**config.mk**
```make
export PLATFORM = sky130hd
export DESIGN_NAME = integer_distance_2d_with_range_check_unit
export DESIGN_NICKNAME = d
export VERILOG_FILES = /design/src/hdl/idrc_pkg.sv /design/src/hdl/idrc_front.sv /design/src/hdl/idrc_sqrt_cell.sv /design/src/hdl/integer_distance_2d_with_range_check_unit.sv
export SDC_FILE = /design/constraint.sdc
export NUM_CORES = 2
export LEC_CHECK = 0
export ABC_AREA = 1
export BUFFER_PORTS_ARGS = -buffer_cell sky130_fd_sc_hd__buf_2
export CAP_MARGIN = 25
export CORE_MARGIN = 1.5
export CORE_UTILIZATION = 30
export CTS_CLUSTER_DIAMETER = 100
export DETAILED_ROUTE_END_ITERATION = 12
export HOLD_SLACK_MARGIN = 0.03
export MAX_ROUTING_LAYER = met4
export SYNTH_ARGS = -nofsm -noshare
export SYNTH_HDL_FRONTEND = slang
export SYNTH_SLANG_ARGS = --single-unit
```
**constraint.sdc**
```tcl
create_clock -name aclk -period 12.6 [get_ports aclk]
set_input_delay 1.26 -clock aclk [delete_from_list [all_inputs] [get_ports aclk]]
set_output_delay 1.26 -clock aclk [all_outputs]
set_load 0.1 [all_outputs]
```
**src/hdl/idrc_pkg.sv**
```systemverilog
package idrc_pkg;

    localparam int COORD_BITS = 18;
    localparam int DSQ_W      = 2 * COORD_BITS + 1;
    localparam int DIST_W     = COORD_BITS + 1;
    localparam int RSQ_W      = 2 * COORD_BITS;
    localparam int NCELLS     = COORD_BITS + 1;

    typedef struct packed {
        logic [DSQ_W-1:0] dsq;
        logic [DSQ_W-1:0] rem;
        logic [DSQ_W-1:0] root;
        logic             in_range;
    } idrc_word_t;

    // trial bit of cell i: 4^(COORD_BITS - i)
    function automatic logic [DSQ_W-1:0] cell_bit(input int i);
        logic [DSQ_W-1:0] one;
        one = {{(DSQ_W-1){1'b0}}, 1'b1};
        return one << (2 * (COORD_BITS - i));
    endfunction

endpackage

```
**src/hdl/idrc_front.sv**
```systemverilog
module idrc_front
    import idrc_pkg::*;
(
    input  logic                  aclk,
    input  logic                  aresetn,
    input  logic                  in_valid,
    output logic                  in_ready,
    input  logic [COORD_BITS-1:0] a_x,
    input  logic [COORD_BITS-1:0] a_y,
    input  logic [COORD_BITS-1:0] b_x,
    input  logic [COORD_BITS-1:0] b_y,
    input  logic [COORD_BITS-1:0] sight_range,
    output logic                  out_valid,
    input  logic                  out_ready,
    output logic [DSQ_W-1:0]      dsq,
    output logic [RSQ_W-1:0]      rsq,
    output logic                  range_nz
);

    logic                  v1_reg, v2_reg, v3_reg;
    logic                  rdy1, rdy2, rdy3;
    logic [COORD_BITS:0]   diff_x, diff_y;
    logic [COORD_BITS-1:0] dx_next, dy_next;
    logic [COORD_BITS-1:0] dx_reg, dy_reg, rng_reg;
    logic                  rnz1_reg, rnz2_reg, rnz3_reg;
    logic [RSQ_W-1:0]      sqx_reg, sqy_reg, rsq2_reg, rsq3_reg;
    logic [DSQ_W-1:0]      dsq_reg;

    assign rdy3     = !v3_reg || out_ready;
    assign rdy2     = !v2_reg || rdy3;
    assign rdy1     = !v1_reg || rdy2;
    assign in_ready = rdy1;

    assign diff_x  = {a_x[COORD_BITS-1], a_x} - {b_x[COORD_BITS-1], b_x};
    assign diff_y  = {a_y[COORD_BITS-1], a_y} - {b_y[COORD_BITS-1], b_y};
    assign dx_next = diff_x[COORD_BITS] ? COORD_BITS'(-diff_x) : diff_x[COORD_BITS-1:0];
    assign dy_next = diff_y[COORD_BITS] ? COORD_BITS'(-diff_y) : diff_y[COORD_BITS-1:0];

    always_ff @(posedge aclk) begin
        if (!aresetn) begin
            v1_reg <= 1'b0;
            v2_reg <= 1'b0;
            v3_reg <= 1'b0;
        end else begin
            if (rdy1) v1_reg <= in_valid;
            if (rdy2) v2_reg <= v1_reg;
            if (rdy3) v3_reg <= v2_reg;
        end
    end

    always_ff @(posedge aclk) begin
        if (rdy1) begin
            dx_reg   <= dx_next;
            dy_reg   <= dy_next;
            rng_reg  <= sight_range;
            rnz1_reg <= (sight_range != '0);
        end
        if (rdy2) begin
            sqx_reg  <= RSQ_W'(dx_reg) * RSQ_W'(dx_reg);
            sqy_reg  <= RSQ_W'(dy_reg) * RSQ_W'(dy_reg);
            rsq2_reg <= RSQ_W'(rng_reg) * RSQ_W'(rng_reg);
            rnz2_reg <= rnz1_reg;
        end
        if (rdy3) begin
            dsq_reg  <= {1'b0, sqx_reg} + {1'b0, sqy_reg};
            rsq3_reg <= rsq2_reg;
            rnz3_reg <= rnz2_reg;
        end
    end

    assign out_valid = v3_reg;
    assign dsq       = dsq_reg;
    assign rsq       = rsq3_reg;
    assign range_nz  = rnz3_reg;

endmodule

```
**src/hdl/idrc_sqrt_cell.sv**
```systemverilog
module idrc_sqrt_cell
    import idrc_pkg::*;
(
    input  logic             aclk,
    input  logic             aresetn,
    input  logic [DSQ_W-1:0] trial_bit,
    input  logic             in_valid,
    output logic             in_ready,
    input  idrc_word_t       in_word,
    output logic             out_valid,
    input  logic             out_ready,
    output idrc_word_t       out_word
);

    logic             v_reg;
    idrc_word_t       word_reg, word_next;
    logic [DSQ_W:0]   trial;
    logic             take;

    assign in_ready = !v_reg || out_ready;

    assign trial = {1'b0, in_word.root} + {1'b0, trial_bit};
    assign take  = {1'b0, in_word.rem} >= trial;

    always_comb begin
        word_next = in_word;
        if (take) begin
            word_next.rem  = in_word.rem - trial[DSQ_W-1:0];
            word_next.root = (in_word.root >> 1) + trial_bit;
        end else begin
            word_next.root = in_word.root >> 1;
        end
    end

    always_ff @(posedge aclk) begin
        if (!aresetn) begin
            v_reg <= 1'b0;
        end else if (in_ready) begin
            v_reg <= in_valid;
        end
    end

    always_ff @(posedge aclk) begin
        if (in_ready) begin
            word_reg <= word_next;
        end
    end

    assign out_valid = v_reg;
    assign out_word  = word_reg;

endmodule

```
**src/hdl/integer_distance_2d_with_range_check_unit.sv**
```systemverilog
// channel | ports                                   | dir | handshake
// input   | s_a_x s_a_y s_b_x s_b_y s_sight_range   | in  | s_valid / s_ready
// result  | m_dist_squared m_distance m_in_range    | out | m_valid / m_ready
//
// One word in and one word out per cycle while the output is not stalled; 3 front stages for
// difference, square and sum, then one square-root cell per result bit, 19 in all.
// Every stage holds its own valid bit and stalls only when its successor is full,
// so the input keeps taking words while a result waits at the output.
// Reset (aresetn low at a clock edge) empties the pipeline.
module integer_distance_2d_with_range_check_unit
    import idrc_pkg::*;
(
    input  logic                  aclk,
    input  logic                  aresetn,
    input  logic                  s_valid,
    output logic                  s_ready,
    input  logic [COORD_BITS-1:0] s_a_x,
    input  logic [COORD_BITS-1:0] s_a_y,
    input  logic [COORD_BITS-1:0] s_b_x,
    input  logic [COORD_BITS-1:0] s_b_y,
    input  logic [COORD_BITS-1:0] s_sight_range,
    output logic                  m_valid,
    input  logic                  m_ready,
    output logic [DSQ_W-1:0]      m_dist_squared,
    output logic [DIST_W-1:0]     m_distance,
    output logic                  m_in_range
);

    logic             f_valid;
    logic [DSQ_W-1:0] f_dsq;
    logic [RSQ_W-1:0] f_rsq;
    logic             f_rnz;

    logic             c_valid [0:NCELLS];
    logic             c_ready [0:NCELLS];
    idrc_word_t       c_word  [0:NCELLS];

    idrc_front u_front (
        .aclk        (aclk),
        .aresetn     (aresetn),
        .in_valid    (s_valid),
        .in_ready    (s_ready),
        .a_x         (s_a_x),
        .a_y         (s_a_y),
        .b_x         (s_b_x),
        .b_y         (s_b_y),
        .sight_range (s_sight_range),
        .out_valid   (f_valid),
        .out_ready   (c_ready[0]),
        .dsq         (f_dsq),
        .rsq         (f_rsq),
        .range_nz    (f_rnz)
    );

    assign c_valid[0]         = f_valid;
    assign c_word[0].dsq      = f_dsq;
    assign c_word[0].rem      = f_dsq;
    assign c_word[0].root     = '0;
    assign c_word[0].in_range = f_rnz && (f_dsq <= {1'b0, f_rsq});

    for (genvar i = 0; i < NCELLS; i++) begin : g_cell
        idrc_sqrt_cell u_cell (
            .aclk      (aclk),
            .aresetn   (aresetn),
            .trial_bit (cell_bit(i)),
            .in_valid  (c_valid[i]),
            .in_ready  (c_ready[i]),
            .in_word   (c_word[i]),
            .out_valid (c_valid[i+1]),
            .out_ready (c_ready[i+1]),
            .out_word  (c_word[i+1])
        );
    end

    assign c_ready[NCELLS] = m_ready;
    assign m_valid         = c_valid[NCELLS];
    assign m_dist_squared  = c_word[NCELLS].dsq;
    assign m_distance      = c_word[NCELLS].root[DIST_W-1:0];
    assign m_in_range      = c_word[NCELLS].in_range;

endmodule

```
## Word level (Yosys, flattened, before mapping)

Cells that the tools add are included.

| storage, ports and cells | value |
|---|---|
| logic and storage cells | 292 |
| flip-flop bits (word level) | 2,333 |
| input bits | 94 |

| cells by class | value |
|---|---|
| reduce and logical (&&, ||, !) cells | 46 |
| $add $sub $neg | 59 |
| magnitude comparators | 20 |
| mux-type cells | 39 |
| multiply operators | 3 |

Operator list:

| cell | number |
|---|---|
| 2-to-1 mux 37 bit | 19 |
| greater-or-equal comparator 37 x 38 -> 1 bit | 18 |
| subtractor 37 bit | 17 |
| 2-to-1 mux 36 bit | 17 |
| multiplier 18 x 18 -> 36 bit | 3 |
| adder 37 x 1 -> 38 bit, second input constant | 1 |
| adder 37 x 11 -> 38 bit, second input constant | 1 |
| adder 37 x 13 -> 38 bit, second input constant | 1 |
| adder 37 x 15 -> 38 bit, second input constant | 1 |
| adder 37 x 17 -> 38 bit, second input constant | 1 |
| adder 37 x 19 -> 38 bit, second input constant | 1 |
| adder 37 x 21 -> 38 bit, second input constant | 1 |
| adder 37 x 23 -> 38 bit, second input constant | 1 |
| adder 37 x 25 -> 38 bit, second input constant | 1 |
| adder 37 x 27 -> 38 bit, second input constant | 1 |
| adder 37 x 29 -> 38 bit, second input constant | 1 |
| adder 37 x 3 -> 38 bit, second input constant | 1 |
| adder 37 x 31 -> 38 bit, second input constant | 1 |
| adder 37 x 33 -> 38 bit, second input constant | 1 |
| adder 37 x 35 -> 38 bit, second input constant | 1 |
| adder 37 x 5 -> 38 bit, second input constant | 1 |
| adder 37 x 7 -> 38 bit, second input constant | 1 |
| adder 37 x 9 -> 38 bit, second input constant | 1 |
| subtractor 18 x 18 -> 19 bit | 2 |
| 29 further kinds | 73 |

## Depth between registers and ports, before layout

| depth | value |
|---|---|
| depth in word-level cells | 23 |
| mapped depth | 31 |
| depth with buffers taken out | 29 |

## Modules after synthesis

From an unflattened synthesis, not the netlist that was laid out.

| unflattened totals | value |
|---|---|
| cells, all modules | 44,401 |
| area, all modules | 285,023.4 um^2 |

Modules (own cells, without submodules):

| module | area an instance (um^2) | cells an instance | times used | sequential area each (um^2) |
|---|---|---|---|---|
| idrc_sqrt_cell at g_cell[18].u_cell ... | 12,812.3 | 2,075 | 10 | 3,383.2 |
| idrc_sqrt_cell at g_cell[10].u_cell ... | 12,846.1 | 2,090 | 8 | 3,383.2 |
| idrc_front | 40,192.3 | 4,654 | 1 | 7,086.8 |
| idrc_sqrt_cell at g_cell[0].u_cell | 12,837.3 | 2,088 | 1 | 3,383.2 |
| integer_distance_2d_with_range_check_unit | 1,102.3 | 189 | 1 | 0.0 |

## Worst setup path after synthesis

OpenSTA, ideal clock, no wires.

| timing path | value |
|---|---|
| path type | input-to-output |
| start point | input m_ready |
| end point | output s_ready |
| slack | 2.573 ns |
| buffers on the path | 0 |
| data required time | 11.340 ns |
| cell stages on the path | 12 |
| arrival time | 8.767 ns |
| cell sequence | inv_1 > nand3_2 > nor2_4 > nand4_4 > nor2_4 > nand4_4 > nor2_4 > nand4_4 > nor2_4 > nand4_4 > nor2_4 > nand4_2 |

| on the way | value |
|---|---|
| word-level cells in the longest chain between the ends | 22 |

RTL lines:

| element | RTL line | RTL |
|---|---|---|
| from (decl) | integer_distance_2d_with_range_check_unit.sv:23 | `input logic m_ready,` |
| logical OR 1 bit (2 in a row) | idrc_sqrt_cell.sv:20 | `assign in_ready = !v_reg \|\| out_ready;` |
| via g_cell[16].u_cell.out_ready | idrc_sqrt_cell.sv:11 | `input logic out_ready,` |
| logical OR 1 bit (4 in a row) | idrc_sqrt_cell.sv:20 |  |
| via g_cell[12].u_cell.out_ready | idrc_sqrt_cell.sv:11 |  |
| logical OR 1 bit (4 in a row) | idrc_sqrt_cell.sv:20 |  |
| via g_cell[8].u_cell.out_ready | idrc_sqrt_cell.sv:11 |  |
| logical OR 1 bit (4 in a row) | idrc_sqrt_cell.sv:20 |  |
| via g_cell[4].u_cell.out_ready | idrc_sqrt_cell.sv:11 |  |
| logical OR 1 bit (4 in a row) | idrc_sqrt_cell.sv:20 |  |
| via g_cell[0].u_cell.out_ready | idrc_sqrt_cell.sv:11 |  |
| logical OR 1 bit | idrc_sqrt_cell.sv:20 |  |
| logical OR 1 bit | idrc_front.sv:29 | `assign rdy3 = !v3_reg \|\| out_ready;` |
| logical OR 1 bit | idrc_front.sv:30 | `assign rdy2 = !v2_reg \|\| rdy3;` |
| logical OR 1 bit | idrc_front.sv:31 | `assign rdy1 = !v1_reg \|\| rdy2;` |
| to (decl) | integer_distance_2d_with_range_check_unit.sv:16 | `output logic s_ready,` |

The timed path passes the listed nets, and every way through them passes these cells.

## Worst setup path after layout

Ends and elaborated chain as after synthesis.

==> results.py <==
metrics = {
    "floorplan": {
        "die_y_um": 564.1,
        "die_x_um": 564.1,
        "rows": 205,
        "core_area_sq_um": 312700,
        "fp.dieArea_sq_um": 318200,
        "io_pins": 153,
        "initial_core_util": 0.3021,
    },
    "clock_tree": {
        "clk_latency_ps": 810,
        "cts_buffer_depth": 4,
        "cts.sinks": 1492,
        "htreeDepth": 4,
        "cts_made_buffers": 160,
        "post_cts_buffers": 0,
        "ctsResizeCount": 0,
        "cts-hold-fix-buffers": 0,
        "clk_pin_slew_ps": 60,
        "tritoncts": "built",
        "clock-root-buffer": "clkbuf_16",
    },
    "critical_path": {
        "cp-end-kind": "output port",
        "start_kind": "primary input",
        "r2r_slack_ps": 6010,
        "critPathRequiredTime_ps": 11340,
        "crit_arrival_ps": 6010,
        "critPathMaxFanout": 45,
        "worstSetupPathType": "in2out",
    },
    "synth": {
        "yosys.area.top_type": "edfxtp_1",
        "synth_area_leaders": "edfxtp_1 (47%), fa_1 (14%), ha_1 (8.6%)",
        "yosys_warnings": 0,
        "yosys.area.top_type_share": 0.4674,
        "ys_seq_area_frac": 0.4720,
        "async_flop_share": 0,
        "synth_edf_count": 1470,
        "ys_types": 81,
        "ys_ff_latch": 1492,
        "synth_cells": 8768,
        "mappedNetlistArea_sq_um": 94450,
        "avgSynthCellArea_sq_um": 10.77,
        "synthFlopType": "edfxtp_1",
        "syn_nets": 10180,
    },
    "routing": {
        "wl_per_cell_um": 14.38,
        "wirelength_um": 189300,
        "remaining_drc_errors": 0,
        "viasPerCell": 4.366,
        "vias": 57470,
        "first_iter_violations": 2985,
        "first_pass_iters": 6,
        "ant_nets": 0,
    },
    "placed_design": {
        "numPortBuffers": 152,
        "hpwlAfterDp_um": 151300,
        "gp_congestion": 0.8908,
    },
    "run": {
        "drv_cap": 0,
    },
    "sta": {
        "worstMarginPinSlew_ps": 1038,
        "hold_violations": 0,
        "max_freq_ghz": 0.1376,
        "slew_viol_final": 0,
        "finalClockSkew_ps": 98.29,
        "final.setup.tns_ps": 0,
        "whs_ps": 333.0,
        "period_share": 0.5769,
        "finalSetupViolations": 0,
        "rsz0062_at_grt": "false",
        "period_minus_slack_ps": 7269,
        "slew_headroom": 0.3070,
    },
    "final_layout": {
        "num_antenna_cells": 0,
        "largest_reg_flops": 1236,
        "area_growth_pct": 10.94,
        "utilization": 0.3351,
        "seqCellArea_sq_um": 44580,
        "num-nets-final": 10310,
        "drive_gt1_frac": 0.06307,
        "multi_input_area_sq_um": 41760,
        "fillers": 31390,
    },
    "global_routing": {
        "grt-ovfl-total": 0,
        "antenna_found_initial": 1,
        "grt-busiest-layer": "met2",
        "grt_first_pass_wirelength_um": 308100,
        "grt_use_total": 0.1230,
        "use_met2": 0.2165,
        "use_met1": 0.1457,
        "grt_max_degree": 86,
        "grt_pass1_vias": 59350,
        "grt_use_met3": 0.01429,
    },
    "outcome": {
        "status": "complete, no violations",
    },
    "hold_path": {
        "hold_class": "reg2reg",
    },
}
[cells by family (layout without fill, tap and decap cells)]
kind of cell,count (synthesis),count (layout),synth area share
AOI/OAI and AO/OA,992,992,0.06046
xor gates and xnor gates,465,465,0.04344
adders and majority gates,1319,1319,0.2281
buffers and inverters,2092,2346,0.08628
DFF,1492,1492,0.4720
muxes,4,4,0.0004769
other,1,1,0.00003970
and+or+nand+nor,2403,2403,0.1092
[Yosys cell counts, types with 34 or more instances]
library cell	number
inv_1	1873
edfxtp_1	1470
nand2_1	1310
fa_1	671
ha_1	648
nor2_1	540
a21oi_1	457
xor2_1	295
o21ai_0	246
nand3_1	176
xnor2_1	166
clkbuf_1	108
nor4_1	102
nor3_1	93
nand4_1	71
buf_4	67
o21ai_1	44
a31oi_1	34
[cell type report]
class,count,area share
tap,4140,0.04944
clock buffer,185,0.04009
sequential,1492,0.4255
inverter,1881,0.06741
clock inverter,99,0.008849
timing repair buffer,181,0.01013
multi-input combinational,5184,0.3986
[stage by stage]
step                setup slack [ps]  area (sq um)  std cells
finish                          5331        104800      13160
global route                    4817        104800      13160
CTS                             5197        104700      13160
detailed placement              5199         99550      12870
global placement                4772         99520      12870
floorplan                       2573         94450       8768
[final timing paths]
check	cells after the start	endpoint	startpoint
worst min register to register	0	g_cell[8].u_cell.out_word[100]$_DFFE_PP_	g_cell[7].u_cell.out_word[100]$_DFFE_PP_
worst min-delay path	0	g_cell[8].u_cell.out_word[100]$_DFFE_PP_	g_cell[7].u_cell.out_word[100]$_DFFE_PP_
worst max register to register	20	u_front.rsq2_reg[29]$_DFFE_PP_	u_front.rng_reg[3]$_DFFE_PP_
worst max-delay path	16	s_ready	m_ready
[layer usage]
metal  wire, um  vias up
met1      82370    27420
li1           -    28790
met3       5860      334
met5          0        -
met2      94920      923
met4       6130        0
[placed cells by master (no fill, tap or decap), types with 34 or more instances in the layout]
master,n
clkbuf_16,162
buf_2,153
nand2_1,1304
a21oi_1,457
o21ai_1,44
a31oi_1,34
nor2_1,540
xnor2_1,166
inv_1,1865
nor4_1,102
ha_1,648
nand4_1,71
clkinv_2,35
xor2_1,295
o21ai_0,246
nand3_1,176
edfxtp_1,1470
nor3_1,93
fa_1,671
[critical path: stages]
cell and delay [ps]:
buf_2 100, inv_1 110, nand3_4 450, nor2_4 310, nand4_4 330, nor2_4 260
nand4_4 130, nor2_4 210, nand4_4 390, buf_12 340, nor2_4 150, nand4_4 610
nor2_4 500, nand4_4 100, buf_4 300, buf_2 370
Power is left out: the tool's default activity adds up to more than one toggle a clock period on the data nets, which glitch-free logic cannot reach.
